File: src/sv/mck_pkg.sv
// ----------------------------------------------------------------------------
// mck_pkg: shared types and tables for the Morse character keyer
// Item structs, controller/datapath command and status groups, and the
// A-Z / 0-9 element pattern lookup.
// ----------------------------------------------------------------------------
package mck_pkg;

    localparam int unsigned DIT_W   = 10;
    localparam int unsigned DUR_W   = 12;
    localparam int unsigned PAT_W   = 5;
    localparam int unsigned LEN_W   = 3;

    localparam logic [DIT_W-1:0] DIT_RESET = 10'd70;

    // input item
    typedef struct packed {
        logic [7:0] char_code;
        logic       word_end;
    } t_in_item;

    // result item
    typedef struct packed {
        logic             tone_on;
        logic [DUR_W-1:0] duration_ms;
        logic             last;
    } t_out_item;

    // interval length in dit units
    typedef enum logic [1:0] {
        SPAN_1 = 2'd0,
        SPAN_2 = 2'd1,
        SPAN_3 = 2'd2,
        SPAN_4 = 2'd3
    } t_span;

    // element pattern: first element in the MSB, 1 = dash
    typedef struct packed {
        logic [LEN_W-1:0] len;
        logic [PAT_W-1:0] dash;
    } t_pattern;

    // controller -> datapath
    typedef struct packed {
        logic  load;
        logic  emit;
        logic  tone;
        t_span span;
        logic  last;
        logic  shift;
    } t_cmd;

    // datapath -> controller
    typedef struct packed {
        logic has_elem;
        logic dash;
        logic word_end;
        logic out_free;
    } t_sts;

    // Morse pattern for a character; anything without one has length zero
    function automatic t_pattern code_for(input logic [7:0] ch);
        t_pattern p;
        p = '{len: 3'd0, dash: 5'b00000};
        case (ch)
            "A": p = '{3'd2, 5'b01000};
            "B": p = '{3'd4, 5'b10000};
            "C": p = '{3'd4, 5'b10100};
            "D": p = '{3'd3, 5'b10000};
            "E": p = '{3'd1, 5'b00000};
            "F": p = '{3'd4, 5'b00100};
            "G": p = '{3'd3, 5'b11000};
            "H": p = '{3'd4, 5'b00000};
            "I": p = '{3'd2, 5'b00000};
            "J": p = '{3'd4, 5'b01110};
            "K": p = '{3'd3, 5'b10100};
            "L": p = '{3'd4, 5'b01000};
            "M": p = '{3'd2, 5'b11000};
            "N": p = '{3'd2, 5'b10000};
            "O": p = '{3'd3, 5'b11100};
            "P": p = '{3'd4, 5'b01100};
            "Q": p = '{3'd4, 5'b11010};
            "R": p = '{3'd3, 5'b01000};
            "S": p = '{3'd3, 5'b00000};
            "T": p = '{3'd1, 5'b10000};
            "U": p = '{3'd3, 5'b00100};
            "V": p = '{3'd4, 5'b00010};
            "W": p = '{3'd3, 5'b01100};
            "X": p = '{3'd4, 5'b10010};
            "Y": p = '{3'd4, 5'b10110};
            "Z": p = '{3'd4, 5'b11000};
            "0": p = '{3'd5, 5'b11111};
            "1": p = '{3'd5, 5'b01111};
            "2": p = '{3'd5, 5'b00111};
            "3": p = '{3'd5, 5'b00011};
            "4": p = '{3'd5, 5'b00001};
            "5": p = '{3'd5, 5'b00000};
            "6": p = '{3'd5, 5'b10000};
            "7": p = '{3'd5, 5'b11000};
            "8": p = '{3'd5, 5'b11100};
            "9": p = '{3'd5, 5'b11110};
            default: p = '{len: 3'd0, dash: 5'b00000};
        endcase
        return p;
    endfunction

endpackage

File: src/sv/mck_dp.sv
// ----------------------------------------------------------------------------
// mck_dp: keyer datapath
// Dit length register, pattern shift register with element count, duration
// scaling and the output item register.
// ----------------------------------------------------------------------------
module mck_dp (
    input  logic                     i_clk,
    input  logic                     i_rst_n,
    input  logic                     i_cfg_we,
    input  logic [9:0]               i_cfg_data,
    input  mck_pkg::t_in_item        i_in,
    input  mck_pkg::t_cmd            i_cmd,
    output mck_pkg::t_sts            o_sts,
    output logic                     o_out_valid,
    input  logic                     i_out_stall,
    output mck_pkg::t_out_item       o_out
);
    import mck_pkg::*;

    logic [DIT_W-1:0] r_dit;
    logic [PAT_W-1:0] r_pat;
    logic [LEN_W-1:0] r_left;
    logic             r_word_end;
    logic             r_out_valid;
    t_out_item        r_out;

    t_pattern         w_pat;
    logic [DUR_W-1:0] w_dit_ext;
    logic [DUR_W-1:0] w_dur;

    assign w_pat     = code_for(i_in.char_code);
    assign w_dit_ext = {{(DUR_W-DIT_W){1'b0}}, r_dit};

    // dit length times one to four units, by shift and add
    always_comb begin
        case (i_cmd.span)
            SPAN_1:  w_dur = w_dit_ext;
            SPAN_2:  w_dur = w_dit_ext << 1;
            SPAN_3:  w_dur = w_dit_ext + (w_dit_ext << 1);
            SPAN_4:  w_dur = w_dit_ext << 2;
            default: w_dur = w_dit_ext;
        endcase
    end

    // configuration register
    always_ff @(posedge i_clk) begin
        if (!i_rst_n) begin
            r_dit <= DIT_RESET;
        end else if (i_cfg_we) begin
            r_dit <= i_cfg_data;
        end
    end

    // pattern and word-end flag of the item at work
    always_ff @(posedge i_clk) begin
        if (i_cmd.load) begin
            r_pat      <= w_pat.dash;
            r_left     <= w_pat.len;
            r_word_end <= i_in.word_end;
        end else if (i_cmd.shift) begin
            r_pat  <= {r_pat[PAT_W-2:0], 1'b0};
            r_left <= r_left - 1'b1;
        end
    end

    // output register: takes a new item whenever it is empty or being drained
    always_ff @(posedge i_clk) begin
        if (!i_rst_n) begin
            r_out_valid <= 1'b0;
        end else if (i_cmd.emit) begin
            r_out_valid <= 1'b1;
        end else if (!i_out_stall) begin
            r_out_valid <= 1'b0;
        end
    end

    always_ff @(posedge i_clk) begin
        if (i_cmd.emit) begin
            r_out.tone_on     <= i_cmd.tone;
            r_out.duration_ms <= w_dur;
            r_out.last        <= i_cmd.last;
        end
    end

    assign o_sts.has_elem = (r_left != '0);
    assign o_sts.dash     = r_pat[PAT_W-1];
    assign o_sts.word_end = r_word_end;
    assign o_sts.out_free = !r_out_valid || !i_out_stall;

    assign o_out_valid = r_out_valid;
    assign o_out       = r_out;

endmodule

File: src/sv/mck_ctrl.sv
// ----------------------------------------------------------------------------
// mck_ctrl: keyer controller
// Walks one character through element-on, element-off, character gap and
// optional word gap, one interval per free slot of the output register.
// ----------------------------------------------------------------------------
module mck_ctrl (
    input  logic           i_clk,
    input  logic           i_rst_n,
    input  logic           i_in_valid,
    output logic           o_in_stall,
    input  mck_pkg::t_sts  i_sts,
    output mck_pkg::t_cmd  o_cmd
);
    import mck_pkg::*;

    typedef enum logic [1:0] {
        ST_IDLE,
        ST_ELEM_ON,
        ST_ELEM_OFF,
        ST_WORD_GAP
    } t_state;

    t_state r_state, n_state;
    logic   r_stall, n_stall;
    t_cmd   w_cmd;

    // next state and datapath commands
    always_comb begin
        n_state = r_state;
        w_cmd   = '{load: 1'b0, emit: 1'b0, tone: 1'b0, span: SPAN_1,
                    last: 1'b0, shift: 1'b0};
        case (r_state)
            ST_IDLE: begin
                if (i_in_valid) begin
                    w_cmd.load = 1'b1;
                    n_state    = ST_ELEM_ON;
                end
            end
            ST_ELEM_ON: begin
                if (i_sts.out_free) begin
                    w_cmd.emit = 1'b1;
                    if (i_sts.has_elem) begin
                        // dot or dash
                        w_cmd.tone = 1'b1;
                        w_cmd.span = i_sts.dash ? SPAN_3 : SPAN_1;
                        n_state    = ST_ELEM_OFF;
                    end else begin
                        // character gap closes the item unless a word ends
                        w_cmd.span = SPAN_2;
                        w_cmd.last = !i_sts.word_end;
                        n_state    = i_sts.word_end ? ST_WORD_GAP : ST_IDLE;
                    end
                end
            end
            ST_ELEM_OFF: begin
                if (i_sts.out_free) begin
                    w_cmd.emit  = 1'b1;
                    w_cmd.span  = SPAN_1;
                    w_cmd.shift = 1'b1;
                    n_state     = ST_ELEM_ON;
                end
            end
            ST_WORD_GAP: begin
                if (i_sts.out_free) begin
                    w_cmd.emit = 1'b1;
                    w_cmd.span = SPAN_4;
                    w_cmd.last = 1'b1;
                    n_state    = ST_IDLE;
                end
            end
            default: n_state = ST_IDLE;
        endcase
        n_stall = (n_state != ST_IDLE);
    end

    // state and registered stall
    always_ff @(posedge i_clk) begin
        if (!i_rst_n) begin
            r_state <= ST_IDLE;
            r_stall <= 1'b0;
        end else begin
            r_state <= n_state;
            r_stall <= n_stall;
        end
    end

    assign o_in_stall = r_stall;
    assign o_cmd      = w_cmd;

endmodule

File: src/sv/morse_character_keyer.sv
// ----------------------------------------------------------------------------
// morse_character_keyer: Morse keyer for one character per item
// Turns a character code into tone-on/tone-off intervals with lengths in ms.
//
//   channel   direction  handshake                 payload
//   input     in         i_in_valid / o_in_stall   t_in_item  (char, word end)
//   output    out        o_out_valid / i_out_stall t_out_item (tone, ms, last)
//   config    in         i_cfg_we                  i_cfg_data (dit length)
//
// The controller takes a character while idle, then emits its intervals
// one by one whenever the output register has room. It emits at most one
// interval per cycle into a single output register. Output stall holds the
// controller in place; input stall is high from the load until the last
// interval is in the output register. Reset is synchronous, active low,
// and sets the dit length to 70 ms.
// ----------------------------------------------------------------------------
module morse_character_keyer (
    input  logic                i_clk,
    input  logic                i_rst_n,
    input  logic                i_cfg_we,
    input  logic [9:0]          i_cfg_data,
    input  logic                i_in_valid,
    output logic                o_in_stall,
    input  mck_pkg::t_in_item   i_in,
    output logic                o_out_valid,
    input  logic                i_out_stall,
    output mck_pkg::t_out_item  o_out
);
    import mck_pkg::*;

    t_cmd w_cmd;
    t_sts w_sts;

    // sequencer
    mck_ctrl u_ctrl (
        .i_clk      (i_clk),
        .i_rst_n    (i_rst_n),
        .i_in_valid (i_in_valid),
        .o_in_stall (o_in_stall),
        .i_sts      (w_sts),
        .o_cmd      (w_cmd)
    );

    // pattern, duration and output register
    mck_dp u_dp (
        .i_clk       (i_clk),
        .i_rst_n     (i_rst_n),
        .i_cfg_we    (i_cfg_we),
        .i_cfg_data  (i_cfg_data),
        .i_in        (i_in),
        .i_cmd       (w_cmd),
        .o_sts       (w_sts),
        .o_out_valid (o_out_valid),
        .i_out_stall (i_out_stall),
        .o_out       (o_out)
    );

endmodule
File: config.mk
export PLATFORM = sky130hd
export DESIGN_NAME = morse_character_keyer
export DESIGN_NICKNAME = d
export VERILOG_FILES = /design/src/sv/mck_pkg.sv /design/src/sv/mck_dp.sv /design/src/sv/mck_ctrl.sv /design/src/sv/morse_character_keyer.sv
export SDC_FILE = /design/constraint.sdc
export NUM_CORES = 1
export LEC_CHECK = 0
export ABC_AREA = 0
export BUFFER_PORTS_ARGS = -buffer_cell sky130_fd_sc_hd__buf_2
export CORE_UTILIZATION = 25
export CTS_BUF_LIST = sky130_fd_sc_hd__clkbuf_8
export CTS_CLUSTER_DIAMETER = 60
export DETAILED_ROUTE_END_ITERATION = 16
export GPL_ROUTABILITY_DRIVEN = 0
export PLACE_DENSITY_LB_ADDON = 0.08
export SYNTH_ARGS = -nofsm -noshare
export SYNTH_HDL_FRONTEND = slang
export SYNTH_SLANG_ARGS = --single-unit
File: constraint.sdc
create_clock -name i_clk -period 5.6 [get_ports i_clk]
set_clock_uncertainty 0.2 [all_clocks]
set_input_delay 0.84 -clock i_clk [delete_from_list [all_inputs] [get_ports i_clk]]
set_output_delay 0.84 -clock i_clk [all_outputs]
set_load 0.05 [all_outputs]
Yosys cells after proc, flatten, opt, wreduce, memory -nomap -nowiden
Memories as Yosys holds them, arrays and structs flattened.
Index checks and enable logic that the tools add are counted.

operators by class
  add/sub/neg operators = 2
  reductions and logical operators = 11
  multiplexer cells = 28
  eq/ne operators = 7

operators with widths
  operator             count
  $pmux 12 s4          1
  $mux 2               8
  $mux 5               3
  $add 10x11->12       1
  $mux 3               3
  $eq 2x2->1 const B   4
  $mux 1               8
  $mux 8               1
  $pmux 2 s4           1
  $eq 2x1->1 const B   2
  $logic_not 2->1      2
  $pmux 1 s2           2
  $pmux 2 s2           1
  $reduce_bool 2->1    2
  $logic_not 1->1      3
  $reduce_bool 3->1    1
  $sub 3x1->3 const B  1
  $ne 2x1->1 const B   1
  $reduce_and 2->1     1
  $reduce_or 2->1      1
  $logic_or 1x1->1     1

storage, ports and cells
  memories kept = 1
  bits in read-only memories = 1024
  output and inout port bits = 16
  flip-flop bits (word level) = 37
  input bits = 24

memories
  name             words  width  read ports  clocked after Yosys merged registers in  write ports  RTL line       source
  (no name shown)  128    8      1           0                                        0            mck_pkg.sv:64  case (ch)

Longest topological paths before layout
  depth in word-level cells = 6
  mapped depth = 8

Modules after synthesis
A second synthesis with hierarchy kept.

unflattened totals
  cell total of the unflattened synthesis = 264
  area, all modules = 2652.5 um^2

modules (own cells, without submodules)
  module    cells an instance  sequential area each (um^2)  times used  area an instance (um^2)
  mck_dp    240                910.9                        1           2453.6
  mck_ctrl  24                 60.1                         1           198.9

Worst setup path before layout
Ideal clock, no wire load.

  path type = input to register
  from = input port i_in[1] in the netlist's numbering
  to = register u_dp.r_pat[4] (data pin)
  setup slack = 3.166 ns
  stages on the path = 7
  required time = 5.144 ns
  arrival time = 1.978 ns
  setup time = 0.256 ns
  cell sequence = inv_1 ha_1 inv_1 mux4_2 nor2_1 o31ai_1 a22o_1

on the way
  word-level cells in the longest chain between the ends = 3

ends and longest elaborated chain
  what                  RTL line                     source
  from (decl)           morse_character_keyer.sv:24  input mck_pkg::t_in_item i_in,
  $mem_v2 128x8         -
  $mux 8                mck_pkg.sv:64
  $mux 5                mck_dp.sv:56                 if (i_cmd.load) begin
  to (signal assigned)  mck_dp.sv:57                 r_pat <= w_pat.dash;
  to (signal assigned)  mck_dp.sv:61                 r_pat <= {r_pat[PAT_W-2:0], 1'b0};
  to (decl)             mck_dp.sv:21                 logic [PAT_W-1:0] r_pat;

Every way passes these cells.
A chain may end at the register's enable or synchronous reset.

Worst setup path after layout
  from = register u_dp.r_dit[0]
  to = register u_dp.r_out, in the netlist u_dp.o_out[10] (data pin)

on the way
  word-level cells in the longest chain between the ends = 2

ends and longest elaborated chain
  what                     RTL line      source
  from (decl)              mck_dp.sv:20  logic [DIT_W-1:0] r_dit;
  from (signal assigned)   mck_dp.sv:50  r_dit <= i_cfg_data;
  $add 10x11->12           mck_dp.sv:39  SPAN_3: w_dur = w_dit_ext + (w_dit_ext << 1);
  $pmux 12 s4              mck_dp.sv:36  case (i_cmd.span)
  named net u_dp.w_dur[9]  mck_dp.sv:29  logic [DUR_W-1:0] w_dur;
  to (decl)                mck_dp.sv:25  t_out_item r_out;

The timed path passes the listed nets, and every way through them passes these cells.

==> run metrics <==
PostCTS Resize Cnt 0; f_max 392 MHz; Logic pwr share 0.345; hold_buf cts 0; Peak VDD IR 0.0000797 V; Slew Viols, Final 0; Via-to-Cell Ratio 5.04; first-pass GRT wire length 12,200 µm; num rows 37; worst path required time 5.43 ns; DP Worst Slack 2.80 ns; WHS Path Cells 1; vias 2,425; die footprint 11,300 µm²; worst reg2reg path depth 8; kind of critical path flip-flop to flip-flop; Placed Cells 473; Seq/Total Area, Yosys 0.357; Clock power frac 0.220; Die X 106 µm; residual DRC count 0; Sw Share 0.375; Final setup viols 0; Synth top area share 0.254; Initial Util 0.261; Worst Max-Slew Pin Slew 0.700 ns; Layout Nets 388; total CTS buffers 5; Worst Hold Class flip-flop to flip-flop; die height 106 µm; top_reg_cell synth edfxtp_1; #FFs+latches synth 37; FFs w/ async S/R, synth 0; htree depth 2; Routed WL 7530 µm; Clk pin slew, worst setup/hold paths 0.08 ns; Pint 0.508 mW; Total Routing Usage GR 0.141; core region area 10,400 µm²; library cells used by synthesis 57; Max Cap Viol 0; multi-input logic area 1610 µm²; number of port buffers 39; status complete, no violations; Post-synth EDFFs 23; number of buffers inserted by post-CTS setup repair 0; Synth Area per Inst 8.80 µm²; leakage 1.26 nW; grt ovf 0; Critical Path Start Type flip-flop; CTS tree done; detailed placer's ending HPWL 5780 µm; antenna viol nets, final 0; drt first pass iters 4; IO Count 40; FILL cells 1,122; Root Driver clkbuf_8; area delta synth->final 15.0%; final hold violations 0; syn nets 353; most frequent cells in the layout 39 x buf_2, 25 x nand2_1, 23 x inv_1, 23 x edfxtp_1, 22 x a21oi_1; FF/Latch Area 971 µm²; sequential share of power 0.434; synthesized area 2720 µm²; crit path time final 2.55 ns; final worst path period share 0.455; pin count of the biggest net entering global routing 32; initial antenna violation count 0; Net Switching 0.304 mW; CTS sink count 37; Crit. End Element flip-flop; Power Density 259 nW/µm²; largest cells by area after synthesis edfxtp_1 25%, dfxtp_1 10%, ha_1 8.7%; Max transition margin 0.531; CTS max path bufs 2; Clk Latency, worst-skew pair 0.28 ns; Core Util, Final 0.300; Synth Warn # 0; antenna cells 0; DR iter-0 viols 90; vias in the first global route 2,294; Syn Inst Count 309; crit path DAT 2.38 ns; Non-Filler Instances 481; crit-path max FO 5; layout cells sized above 1 0.145; Routed wire per std cell 15.7 µm; commonest non-fill, non-tap cell in the layout buf_2; setup TNS 0 ns; post-synth top area cell edfxtp_1; unrepaired setup endpoints after global routing no; final worst setup slack 3.05 ns
## routing by layer
metal | share of wire | routed length [µm] | track usage
met1 | 0.46 | 3460 | 0.180
met5 | 0 | 0 | 0
met3 | 0.033 | 248 | 0.0215
met2 | 0.50 | 3760 | 0.243
met4 | 0.0084 | 63 | 0.0437
## cell type report
type                            count  share of cell area
Clock buffer                        5              0.0220
Timing Repair Buffer               42              0.0696
Clock inverter                      3             0.00360
Sequential cell                    37               0.310
Inverter                           20              0.0240
Multi-Input combinational cell    238               0.516
Tap cell                          136              0.0544
## power groups by stage
stage,clock [mW],combinational (mW),sequential (mW)
finish,0.179,0.280,0.352
global route,0.202,0.310,0.356
CTS,0.191,0.283,0.353
detailed placement,0,0.282,0.359
global placement,0,0.284,0.359
floorplan,0,0.153,0.412
## critical path, cell delays in order, from the launching register on
cell	delay, ns
dfxtp_1	0.42
ha_1	0.20
inv_1	0.05
fa_1	0.41
nor2b_1	0.20
o211ai_1	0.15
a32oi_1	0.36
mux2i_1	0.22
nor2_1	0.08
## metrics by stage
step / power, mW / cell area (µm²) / hold WS, ns
2_1_floorplan: 0.564 / 2720 / 0.271
3_3_place_gp: 0.643 / 3050 / 0.307
3_5_place_dp: 0.641 / 3050 / 0.306
4_1_cts: 0.827 / 3130 / 0.325
5_1_grt: 0.868 / 3130 / 0.346
6_report: 0.811 / 3130 / 0.321
## sequential cells by signal (all words and copies together), names as in the netlist
register           flops
u_ctrl.o_in_stall      1
u_ctrl.r_state         2
u_dp.o_out            14
u_dp.o_out_valid       1
u_dp.r_dit            10
u_dp.r_left            3
u_dp.r_pat             5
u_dp.r_word_end        1
## cell usage after synthesis (all sizes together), types with 2 or more instances
cell type / instances
o21ai: 26
a32oi: 3
or3: 4
and3: 3
xnor2: 4
o31ai: 2
nand2b: 7
a22oi: 5
a22o: 2
a2111oi: 2
o221ai: 3
a21o: 2
a21oi: 22
dfxtp: 14
inv: 20
a211oi: 3
a311oi: 2
nor2: 21
or2: 3
nand3: 7
nor3: 6
ha: 19
a31oi: 6
o21a: 4
buf: 2
a21boi: 6
clkbuf: 12
mux2i: 12
nand2: 25
o211ai: 4
nor2b: 15
edfxtp: 23
## final timing paths
kind / from / to / slack (ns)
max: u_dp.r_dit[0] / u_dp.o_out[10] / 3.05
min: u_dp.r_pat[0] / u_dp.r_pat[1] / 0.32
max reg2reg: u_dp.r_dit[0] / u_dp.o_out[10] / 3.05
min reg2reg: u_dp.r_pat[0] / u_dp.r_pat[1] / 0.32
## kinds of logic after synthesis
| group | Yosys count | share of synthesized area |
|---|---|---|
| adders and majority gates | 20 | 0.0948 |
| xor gates and xnor gates | 5 | 0.0161 |
| DFF | 37 | 0.357 |
| and+or+nand+nor | 98 | 0.182 |
| buffers and inverters | 34 | 0.0497 |
| muxes | 13 | 0.0524 |
| AOI/OAI and AO/OA | 102 | 0.248 |
(Power assumes the default switching activity.)
